## src/hw/rtl/khsb_pkg.sv

```systemverilog
// Shared types and constants of the keyframe Hermite segment builder.
// No dependencies; imported by every module of the block.
`timescale 1ns / 1ps
package khsb_pkg;

   localparam int QW = 32;
   localparam int CW = 48;
   localparam int DivSteps = 49;

   localparam logic [2:0] MODE_SMOOTH = 3'd0;
   localparam logic [2:0] MODE_FLAT   = 3'd1;
   localparam logic [2:0] MODE_LINEAR = 3'd2;
   localparam logic [2:0] MODE_STEP   = 3'd3;
   localparam logic [2:0] MODE_FIXED  = 3'd4;

   // quotient selectors: older to new, older to middle, middle to new
   localparam logic [1:0] DIV_ACROSS = 2'd0;
   localparam logic [1:0] DIV_LEFT   = 2'd1;
   localparam logic [1:0] DIV_RIGHT  = 2'd2;

   localparam logic [30:0] SLOPE_LIMIT_RESET = 31'd1376256;

   typedef enum logic [8:0] {
      S_IDLE      = 9'b000000001,
      S_DIV_START = 9'b000000010,
      S_DIV_RUN   = 9'b000000100,
      S_TAN       = 9'b000001000,
      S_MUL1      = 9'b000010000,
      S_MUL2      = 9'b000100000,
      S_SUM       = 9'b001000000,
      S_EMIT      = 9'b010000000,
      S_COMMIT    = 9'b100000000
   } state_type;

   typedef struct packed {
      logic       load_key;
      logic       store_first;
      logic       div_start;
      logic       div_capture;
      logic [1:0] div_idx;
      logic       tan_en;
      logic       mul_sel;
      logic       mul_en;
      logic       sum_en;
      logic       emit;
      logic       seg_sel;
      logic       commit;
   } cmd_type;

   typedef struct packed {
      logic first_key;
      logic has_prev;
      logic final_key;
      logic div_done;
      logic rsp_free;
   } status_type;

endpackage

```

## src/hw/rtl/khsb_controller.sv

```systemverilog
// Controller: sequences divisions, tangent selection, products and emission
// for each accepted key after the first of a curve. Uses khsb_pkg.
`timescale 1ns / 1ps
module khsb_controller (
   input  logic                 clock,
   input  logic                 reset,
   input  logic                 req_tvalid,
   output logic                 req_tready,
   input  khsb_pkg::status_type status,
   output khsb_pkg::cmd_type    cmd
);
   import khsb_pkg::*;

   state_type   state_ff, state_in;
   logic [1:0]  idx_ff, idx_in;
   logic        seg_ff, seg_in;
   logic        accept;

   assign req_tready = (state_ff == S_IDLE) && !reset;
   assign accept     = req_tvalid && req_tready;

   always_comb begin
      state_in = state_ff;
      idx_in   = idx_ff;
      seg_in   = seg_ff;
      cmd      = '0;
      cmd.div_idx = idx_ff;
      cmd.seg_sel = seg_ff;
      unique case (state_ff)
         S_IDLE: begin
            if (accept) begin
               cmd.store_first = status.first_key;
               cmd.load_key    = !status.first_key;
               idx_in          = DIV_ACROSS;
               if (!status.first_key) state_in = S_DIV_START;
            end
         end
         S_DIV_START: begin
            cmd.div_start = 1'b1;
            state_in      = S_DIV_RUN;
         end
         S_DIV_RUN: begin
            if (status.div_done) begin
               cmd.div_capture = 1'b1;
               if (idx_ff == DIV_RIGHT) begin
                  state_in = S_TAN;
               end else begin
                  idx_in   = idx_ff + 2'd1;
                  state_in = S_DIV_START;
               end
            end
         end
         S_TAN: begin
            cmd.tan_en = 1'b1;
            seg_in     = !status.has_prev;
            if (status.has_prev || status.final_key) state_in = S_MUL1;
            else state_in = S_COMMIT;
         end
         S_MUL1: begin
            cmd.mul_en = 1'b1;
            state_in   = S_MUL2;
         end
         S_MUL2: begin
            cmd.mul_en  = 1'b1;
            cmd.mul_sel = 1'b1;
            state_in    = S_SUM;
         end
         S_SUM: begin
            cmd.sum_en = 1'b1;
            state_in   = S_EMIT;
         end
         S_EMIT: begin
            // hold until the result register frees up
            if (status.rsp_free) begin
               cmd.emit = 1'b1;
               if (!seg_ff && status.final_key) begin
                  seg_in   = 1'b1;
                  state_in = S_MUL1;
               end else begin
                  state_in = S_COMMIT;
               end
            end
         end
         S_COMMIT: begin
            cmd.commit = 1'b1;
            state_in   = S_IDLE;
         end
         default: state_in = S_IDLE;
      endcase
   end

   always_ff @(posedge clock) begin
      idx_ff <= idx_in;
      seg_ff <= seg_in;
      if (reset) state_ff <= S_IDLE;
      else state_ff <= state_in;
   end

endmodule

```

## config.mk

```make
export PLATFORM = sky130hd
export DESIGN_NAME = khsb_controller
export DESIGN_NICKNAME = d
export VERILOG_FILES = /design/src/hw/rtl/khsb_pkg.sv /design/src/hw/rtl/khsb_controller.sv
export SDC_FILE = /design/constraint.sdc
export NUM_CORES = 1
export LEC_CHECK = 0
export ABC_AREA = 1
export BUFFER_PORTS_ARGS = -buffer_cell sky130_fd_sc_hd__buf_2
export CORE_MARGIN = 5
export CORE_UTILIZATION = 51
export DETAILED_ROUTE_END_ITERATION = 10
export GPL_TIMING_DRIVEN = 0
export PLACE_DENSITY = 0.77
export SLEW_MARGIN = 25
export SYNTH_ARGS = -nofsm -noshare
export SYNTH_HDL_FRONTEND = slang
export SYNTH_SLANG_ARGS = --single-unit
```

## constraint.sdc

```tcl
create_clock -name clock -period 1.6 [get_ports clock]
set_clock_uncertainty 0.05 [all_clocks]
set_input_delay 0.32 -clock clock [delete_from_list [all_inputs] [get_ports clock]]
set_output_delay 0.32 -clock clock [all_outputs]
set_load 0.05 [all_outputs]
```

==> results of run 1 <==
[synthesized netlist by cell type]
library cell	instances	area, µm²
nand2_2	2	12.51
o211ai_1	1	7.510
nand3_1	10	50.05
nand2_4	1	11.26
nor4_1	1	6.260
ha_1	1	12.51
nand3_2	3	30.03
o21ai_0	2	10.01
o21ai_2	1	8.760
inv_2	4	15.01
o31ai_1	1	7.510
nor2_1	27	101.4
nand2_1	24	90.09
dfxtp_1	9	180.2
buf_4	1	7.510
nor3_1	2	10.01
edfxtp_1	3	90.09
nor2_2	6	37.54
nand4_1	2	12.51
nor2_4	2	22.52
nand3b_1	1	7.510
nor2_8	1	20.02
o22ai_1	1	6.260
o21ai_1	1	5.000
inv_1	26	97.59
[cells by family after synthesis]
kind of cell | after synthesis | share of synthesized area, %
and+or+nand+nor | 82 | 47.89
buffers and inverters | 31 | 13.97
DFF | 12 | 31.44
AOI/OAI and AO/OA | 7 | 5.241
adders and majority gates | 1 | 1.455
[stage by stage]
step           instance area [µm²]  hold slack (ns)
4_1_cts                       1440           0.2532
3_5_place_dp                  1041           0.4722
3_3_place_gp                  1041           0.4619
2_1_floorplan                915.9           0.4155
[what timing repair did]
item / 4_1_cts
gates resized for setup: 60
setup endpoints to repair: 11
hold buffers: 0
pin swaps: 15
buffers inserted: 23
==> impl_metrics.ini, run 1 <==
[placed_design]
pre_cts_ws_ns = -0.1631
dp.cells = 170
dp_hpwl_um = 1661
portBuffers = 21
gp_congestion = 0.8819

[synthesis]
synth_cells = 133
syn_nets = 142
synth_area_um2 = 859.6
syn_area_per_cell_um2 = 6.463
ys_types = 25
seq_area_frac_synth_pct = 31.44
synth_warnings = 0
ys_ff_latch = 12

[outcome]
stop_error = [ERROR DPL-0038] Utilization greater than 100%, impossible to legalize
haltStage = global routing
status = aborted with a tool error

[sta]
worst-ep-kind = primary output
worst_endpoint = cmd[9]

[floorplanning]
die_h_um = 51.06
start_util_pct = 55.14
pin_count = 22
rows = 14
die_x_um = 51.06

[clock_network]
cts_htree_levels = 1
cts_buffer_depth = 2
cts_sinks = 12
cts_root_buf = clkbuf_4
cts_buffers = 3

[global_route]
grt_max_degree = 9
==> run 2: changes to the inputs <==
--- a/config.mk
+++ b/config.mk
@@ -7,11 +7,11 @@
 export LEC_CHECK = 0
 export ABC_AREA = 1
 export BUFFER_PORTS_ARGS = -buffer_cell sky130_fd_sc_hd__buf_2
-export CORE_MARGIN = 5
-export CORE_UTILIZATION = 51
+export CORE_AREA = 5 5 66 68
 export DETAILED_ROUTE_END_ITERATION = 10
+export DIE_AREA = 0 0 71 73
 export GPL_TIMING_DRIVEN = 0
-export PLACE_DENSITY = 0.77
+export PLACE_DENSITY_LB_ADDON = 0.15
 export SLEW_MARGIN = 25
 export SYNTH_ARGS = -nofsm -noshare
 export SYNTH_HDL_FRONTEND = slang
==> run 2 against run 1 <==
Compared with the run above:
- the flow now finishes, with violations (negative setup slack)
- area after synthesis did not move
- synthesized cell count did not move
==> impl_metrics.ini, run 2 <==
[layout]
final_cell_mix = 21 x inv_1, 19 x nand2_1, 18 x buf_4
nets = 187
largest_reg_flops = 9
largestRegisters = state_ff x9, idx_ff x2, seg_ff x1
syn_to_final_growth_pct = 70.89
top_register = state_ff
drive_gt1_share_pct = 54.80
layout_commonest_cell = inv_1
antenna_cells = 0

[worst_setup_path]
critPathCaptureType = primary output
critical_path.startpoint_type = flip-flop
crit_slowest_cell = dfxtp_2
crit_required_ns = 1.23
crit_arrival_ns = 1.42
worst-path-max-fanout = 4
crit_top_cell = nor2_4
critPathKind = flip-flop to primary output
crit_chain = nor2_4, nand2_4, nor2_4, nand2_4, nor2_4, nand2_4, nor2_4, buf_8
slowest_delay_ns = 0.34

[routing]
wl_um = 2617
drcViolationCount = 0
dr.pass1.iters = 4
vias_per_cell = 4.260
drtIter0Drc = 50
drtAntennaViolNets = 0
wl_per_cell_um = 11.53
vias = 967

[synthesis]
syn_nets = 142
ys.flop_type = dfxtp_1
synth_top_cell_by_area = dfxtp_1
ys_async_sr_fraction_pct = 0
synthTopCellsByArea = dfxtp_1 21%, nor2_1 12%, inv_1 11%
synth_warnings = 0
yosysMostFrequentCell = nor2_1
ys_top_cells_by_count = 27 x nor2_1, 26 x inv_1, 24 x nand2_1, 10 x nand3_1, 9 x dfxtp_1
syn_area_per_cell_um2 = 6.463
ys_types = 25
synth_area_um2 = 859.6
synth_cells = 133
seq_area_frac_synth_pct = 31.44
ys_ff_latch = 12
netlist.area_leader.share_pct = 20.96
synth-edff-count = 3

[global_route]
grt_pass1_vias = 1000
grt_max_degree = 9
grt_pass1_wl_um = 4326
antenna_found_initial = 0
grt.total_usage_pct = 10.53
grt.overflow.total = 0

[sta]
min_period_over_period_pct = 112.0
rsz0062_at_grt = true
slew_headroom_pct = 75.35
worst_hold_slack_ns = 0.2997
period_needed_ns = 1.793
setup_viol = 11
setup_slack_ns = -0.1926
report.final.slew_viol_count = 0
fmax_mhz = 557.9
hold_viol_final = 0
worstMarginPinSlew_ns = 0.3666

[clock_network]
cts_sinks = 12
cts_buffer_depth = 2
clkSlewWorstSetupHoldPaths_ns = 0.06
cts_tree = done
cts_htree_levels = 1
clk_latency_ns = 0.24
cts_buffers = 3
cts_root_buf = clkbuf_8

[power]
comb_power_share_pct = 60.7
peakVddDrop_uv = 806.2
p_leak_nw = 0.7674
p_seq_share_pct = 22.5
power.internal_mw = 1.061
cellPowerDensity_nw_per_um2 = 1385
fin_total_pwr_mw = 2.034
swShare_pct = 47.82
power_switching_uw = 972.6
power.clock.fraction_pct = 16.8

[job]
drv_cap = 0

[placed_design]
portBuffers = 21
gp_congestion = 0.7729
dp_hpwl_um = 1845

[outcome]
status = finished with violations
violations = negative setup slack

[floorplanning]
rows = 23
die_h_um = 73
start_util_pct = 22.63
pin_count = 22
dieArea_um2 = 5183
die_x_um = 71
fp.coreArea_um2 = 3799

[worst_hold_path]
worstHoldPathType = input port to flip-flop
[run 2: what timing repair did]
| item | CTS | global route |
|---|---|---|
| resized for setup | 52 | 10 |
| hold buffers | 0 | 0 |
| endpoints found under the setup margin | 11 | 19 |
| pin swaps | 16 | 9 |
| buffers inserted | 17 | 3 |
[run 2: per-layer routing]
| layer | GRT usage (%) | vias up | wire length [µm] |
|---|---|---|---|
| met5 | 0 | - | 0 |
| met4 | 2.505 | 0 | 13 |
| met3 | 2.755 | 2 | 101 |
| met2 | 19.77 | 14 | 1417 |
| met1 | 11.81 | 452 | 1084 |
| li1 | - | 499 | - |
[run 2: kinds of logic (layout without fill, tap and decap cells)]
| kind of cell | Yosys count | count (layout) | share of synthesized area, % |
|---|---|---|---|
| flops | 12 | 12 | 31.44 |
| simple gates | 82 | 82 | 47.89 |
| compound gates | 7 | 7 | 5.241 |
| fa+ha+maj | 1 | 1 | 1.455 |
| buf+inv | 31 | 75 | 13.97 |
[run 2: power groups by stage]
stage | Combinational, mW | Clock, mW | Sequential [mW]
2_1_floorplan | 0.694 | 0 | 0.539
3_3_place_gp | 0.969 | 0 | 0.454
3_5_place_dp | 0.975 | 0 | 0.455
4_1_cts | 1.19 | 0.348 | 0.458
5_1_grt | 1.36 | 0.369 | 0.468
6_report | 1.23 | 0.342 | 0.457
[run 2: worst paths after layout]
path / from / endpoint / slack, ns / cells after the start
setup / recovery: state_ff[4]$_SDFFE_PP0P_ / cmd[11] / -0.19 / 8
setup reg to reg: state_ff[4]$_SDFFE_PP0P_ / state_ff[3]$_SDFFE_PP0P_ / 0.01 / 11
hold reg to reg: idx_ff[0]$_SDFFCE_PP0P_ / idx_ff[0]$_SDFFCE_PP0P_ / 0.53 / 1
hold / removal: status[3] / seg_ff$_SDFFCE_PN1P_ / 0.30 / 2
[run 2: stage by stage]
stage	utilization [%]	setup WS, ns	instance area, µm²	instances	setup TNS, ns
floorplan	-	-0.2496	915.9	133	-0.7460
global placement	28.52	-0.1532	1084	204	-0.3153
detailed placement	28.52	-0.1673	1084	204	-0.3455
CTS	37.55	-0.2354	1426	225	-1.369
global route	38.67	-0.2547	1469	227	-2.085
finish	38.67	-0.1926	1469	227	-1.175
[run 2: layout make-up]
type / count / area (µm²)
tap: 50 / 62.56
fill: 413 / 2330
sequential: 12 / 287.8
timing repair buffer: 40 / 340.3
inverter: 30 / 117.6
multi-input combinational: 90 / 598.1
buffer: 1 / 7.507
clock buffer: 4 / 55.05
[run 2: worst max-delay path, delay by kind of cell, from the launching register on]
kind	cells	cell delay (ns)
DFF	1	0.34
and+or+nand+nor	7	0.67
buffers and inverters	1	0.15
(Power assumes the default switching activity.)
==> run 3: changes to the inputs <==
--- a/config.mk
+++ b/config.mk
@@ -5,13 +5,13 @@
 export SDC_FILE = /design/constraint.sdc
 export NUM_CORES = 1
 export LEC_CHECK = 0
-export ABC_AREA = 1
 export BUFFER_PORTS_ARGS = -buffer_cell sky130_fd_sc_hd__buf_2
 export CORE_AREA = 5 5 66 68
 export DETAILED_ROUTE_END_ITERATION = 10
 export DIE_AREA = 0 0 71 73
 export GPL_TIMING_DRIVEN = 0
 export PLACE_DENSITY_LB_ADDON = 0.15
+export RECOVER_POWER = 100
 export SLEW_MARGIN = 25
 export SYNTH_ARGS = -nofsm -noshare
 export SYNTH_HDL_FRONTEND = slang
==> run 3 against run 2 <==
Compared with the run above:
- the flow still finishes with violations (negative setup slack)
- worst setup slack worse by 0.69 ns
- global-route usage decreased by 0.80 points
- wire length decreased by 9.8%
- flip-flop and latch count did not move
- combinational power fell by 24%
- hold slack improved by 0.0048 ns
- maximum frequency decreased by 28%
- via count shrank 13%
- utilization down 2.2 points
- critical path type unchanged
- largest power group unchanged
- highest routed layer unchanged
==> impl_metrics.ini, run 3 <==
[synthesis]
ys_top_cells_by_count = 11 x nor2_1, 9 x dfxtp_1, 7 x nor3_1, 6 x nand2_1, 6 x nand2b_1
synth_top_cell_by_area = dfxtp_1
synth_warnings = 0
synth_area_um2 = 784.5
ys.flop_type = dfxtp_1
syn_area_per_cell_um2 = 8.527
yosysMostFrequentCell = nor2_1
ys_async_sr_fraction_pct = 0
netlist.area_leader.share_pct = 22.97
synthTopCellsByArea = dfxtp_1 23%, edfxtp_1 11%, nor2_1 5.3%
synth_cells = 92
seq_area_frac_synth_pct = 34.45
ys_ff_latch = 12
ys_types = 35
synth-edff-count = 3
syn_nets = 101

[routing]
dr.pass1.iters = 4
drtIter0Drc = 17
drtAntennaViolNets = 0
vias = 846
drcViolationCount = 0
wl_um = 2360
vias_per_cell = 4.623
wl_per_cell_um = 12.90

[sta]
min_period_over_period_pct = 155.4
slew_headroom_pct = 60.48
worstMarginPinSlew_ns = 0.5953
setup_viol = 24
hold_viol_final = 0
worst_hold_slack_ns = 0.3045
fmax_mhz = 402.2
setup_slack_ns = -0.8864
report.final.slew_viol_count = 0
period_needed_ns = 2.486
rsz0062_at_grt = true

[clock_network]
cts_sinks = 12
cts_root_buf = clkbuf_8
clk_latency_ns = 0.24
cts_buffer_depth = 2
clkSlewWorstSetupHoldPaths_ns = 0.06
cts_htree_levels = 1
cts_tree = done
cts_buffers = 3

[global_route]
grt.total_usage_pct = 9.727
antenna_found_initial = 0
grt_pass1_wl_um = 3919
grt_pass1_vias = 837
grt.overflow.total = 0
grt_max_degree = 10

[placed_design]
portBuffers = 21
dp_hpwl_um = 1524
gp_congestion = 0.7560
dp.cells = 163

[floorplanning]
start_util_pct = 20.65
die_h_um = 73
die_x_um = 71
pin_count = 22
dieArea_um2 = 5183
fp.coreArea_um2 = 3799
rows = 23

[power]
cellPowerDensity_nw_per_um2 = 1193
p_leak_nw = 0.5425
peakVddDrop_uv = 387.2

[worst_setup_path]
crit_arrival_ns = 2.12
critical_path.startpoint_type = flip-flop
critPathKind = flip-flop to primary output
crit_required_ns = 1.23
critPathCaptureType = primary output
worst-path-max-fanout = 4

[layout]
largest_reg_flops = 9
fillCellCount = 413
drive_gt1_share_pct = 62.41
antenna_cells = 0
final_cell_mix = 16 x buf_4, 11 x buf_6, 7 x buf_2
largestRegisters = state_ff x9, idx_ff x2, seg_ff x1
nets = 143
layout_commonest_cell = buf_4
final_core_util_pct = 36.46
instances_no_fill = 183
top_register = state_ff
syn_to_final_growth_pct = 76.56

[job]
drv_cap = 0

[outcome]
violations = negative setup slack
status = finished with violations

[worst_hold_path]
worstHoldPathType = input port to flip-flop
[run 3: cell types whose count changed after synthesis, sizes merged, moves of 5 or more]
cell,previous run,this run
inv,30,2
nor2,36,11
nand2,27,6
nand3,13,0
nand2b,0,6
nor3,2,8
a21oi,0,5
[run 3: path summary, 6_finish.rpt]
path | startpoint | slack [ns] | endpoint | depth (start not counted)
worst max register to register | state_ff[4]$_SDFFE_PP0P_ | -0.70 | seg_ff$_SDFFCE_PN1P_ | 7
worst max-delay path | state_ff[4]$_SDFFE_PP0P_ | -0.89 | cmd[11] | 5
worst min register to register | state_ff[6]$_SDFFE_PP0P_ | 0.52 | state_ff[7]$_SDFFE_PP0P_ | 2
worst min-delay path | reset | 0.30 | state_ff[7]$_SDFFE_PP0P_ | 2
[run 3: where the power goes]
part,switching (mW),internal [mW],leakage (nW)
clock,0.116,0.176,0.0228
combinational,0.537,0.401,0.414
sequential,0.0512,0.372,0.105
total,0.704,0.949,0.542
[run 3: layout make-up]
class                   count  area [µm²]  area share, %
repair buffers             40       349.1          25.20
inverters                   2       7.507         0.5420
well taps                  50       62.56          4.517
multi-input cells          73       616.8          44.53
plain buffers               2       18.77          1.355
flip-flops and latches     12       285.3          20.60
clock buffers               4       45.04          3.252
[run 3: worst max-delay path, cell delays in order, from the launching register on]
cell	delay, ns
dfxtp_4	0.35
or4_4	0.51
or4_4	0.56
nor2_4	0.12
and3_4	0.19
buf_8	0.14
[run 3: cells by family (layout without fill, tap and decap cells)]
kind of cell / Yosys count / after routing / share of synthesized area (%)
AOI/OAI and AO/OA: 17 / 17 / 13.56
xor gates and xnor gates: 2 / 2 / 2.233
adders and majority gates: 1 / 1 / 1.595
buffers and inverters: 7 / 48 / 5.742
DFF: 12 / 12 / 34.45
and+or+nand+nor: 53 / 53 / 42.42
[run 3: layer usage]
metal / GRT usage, % / wire [µm]
met3: 3.719 / 149
met2: 16.17 / 1129
met4: 3.132 / 21
met1: 11.58 / 1059
met5: 0 / 0
[run 3: through the flow]
step / setup slack, ns / TNS (ns) / cell area, µm² / power (mW)
after floorplan: -0.8712 / -10.45 / 852.1 / 0.9328
after global placement: -0.8100 / -12.70 / 1020 / 1.062
after detailed placement: -0.8069 / -12.75 / 1020 / 1.065
after CTS: -0.8942 / -13.42 / 1300 / 1.616
after global routing: -0.9275 / -15.82 / 1385 / 1.759
final: -0.8864 / -14.27 / 1385 / 1.653
[run 3: timing repair]
action / 4_1_cts / 5_1_grt
buffers inserted: 11 / 8
pin swaps: 9 / 8
gates cloned: 0 / 0
resized for setup: 47 / 14
endpoints found under the setup margin: 25 / 25
hold buffers: 0 / 0
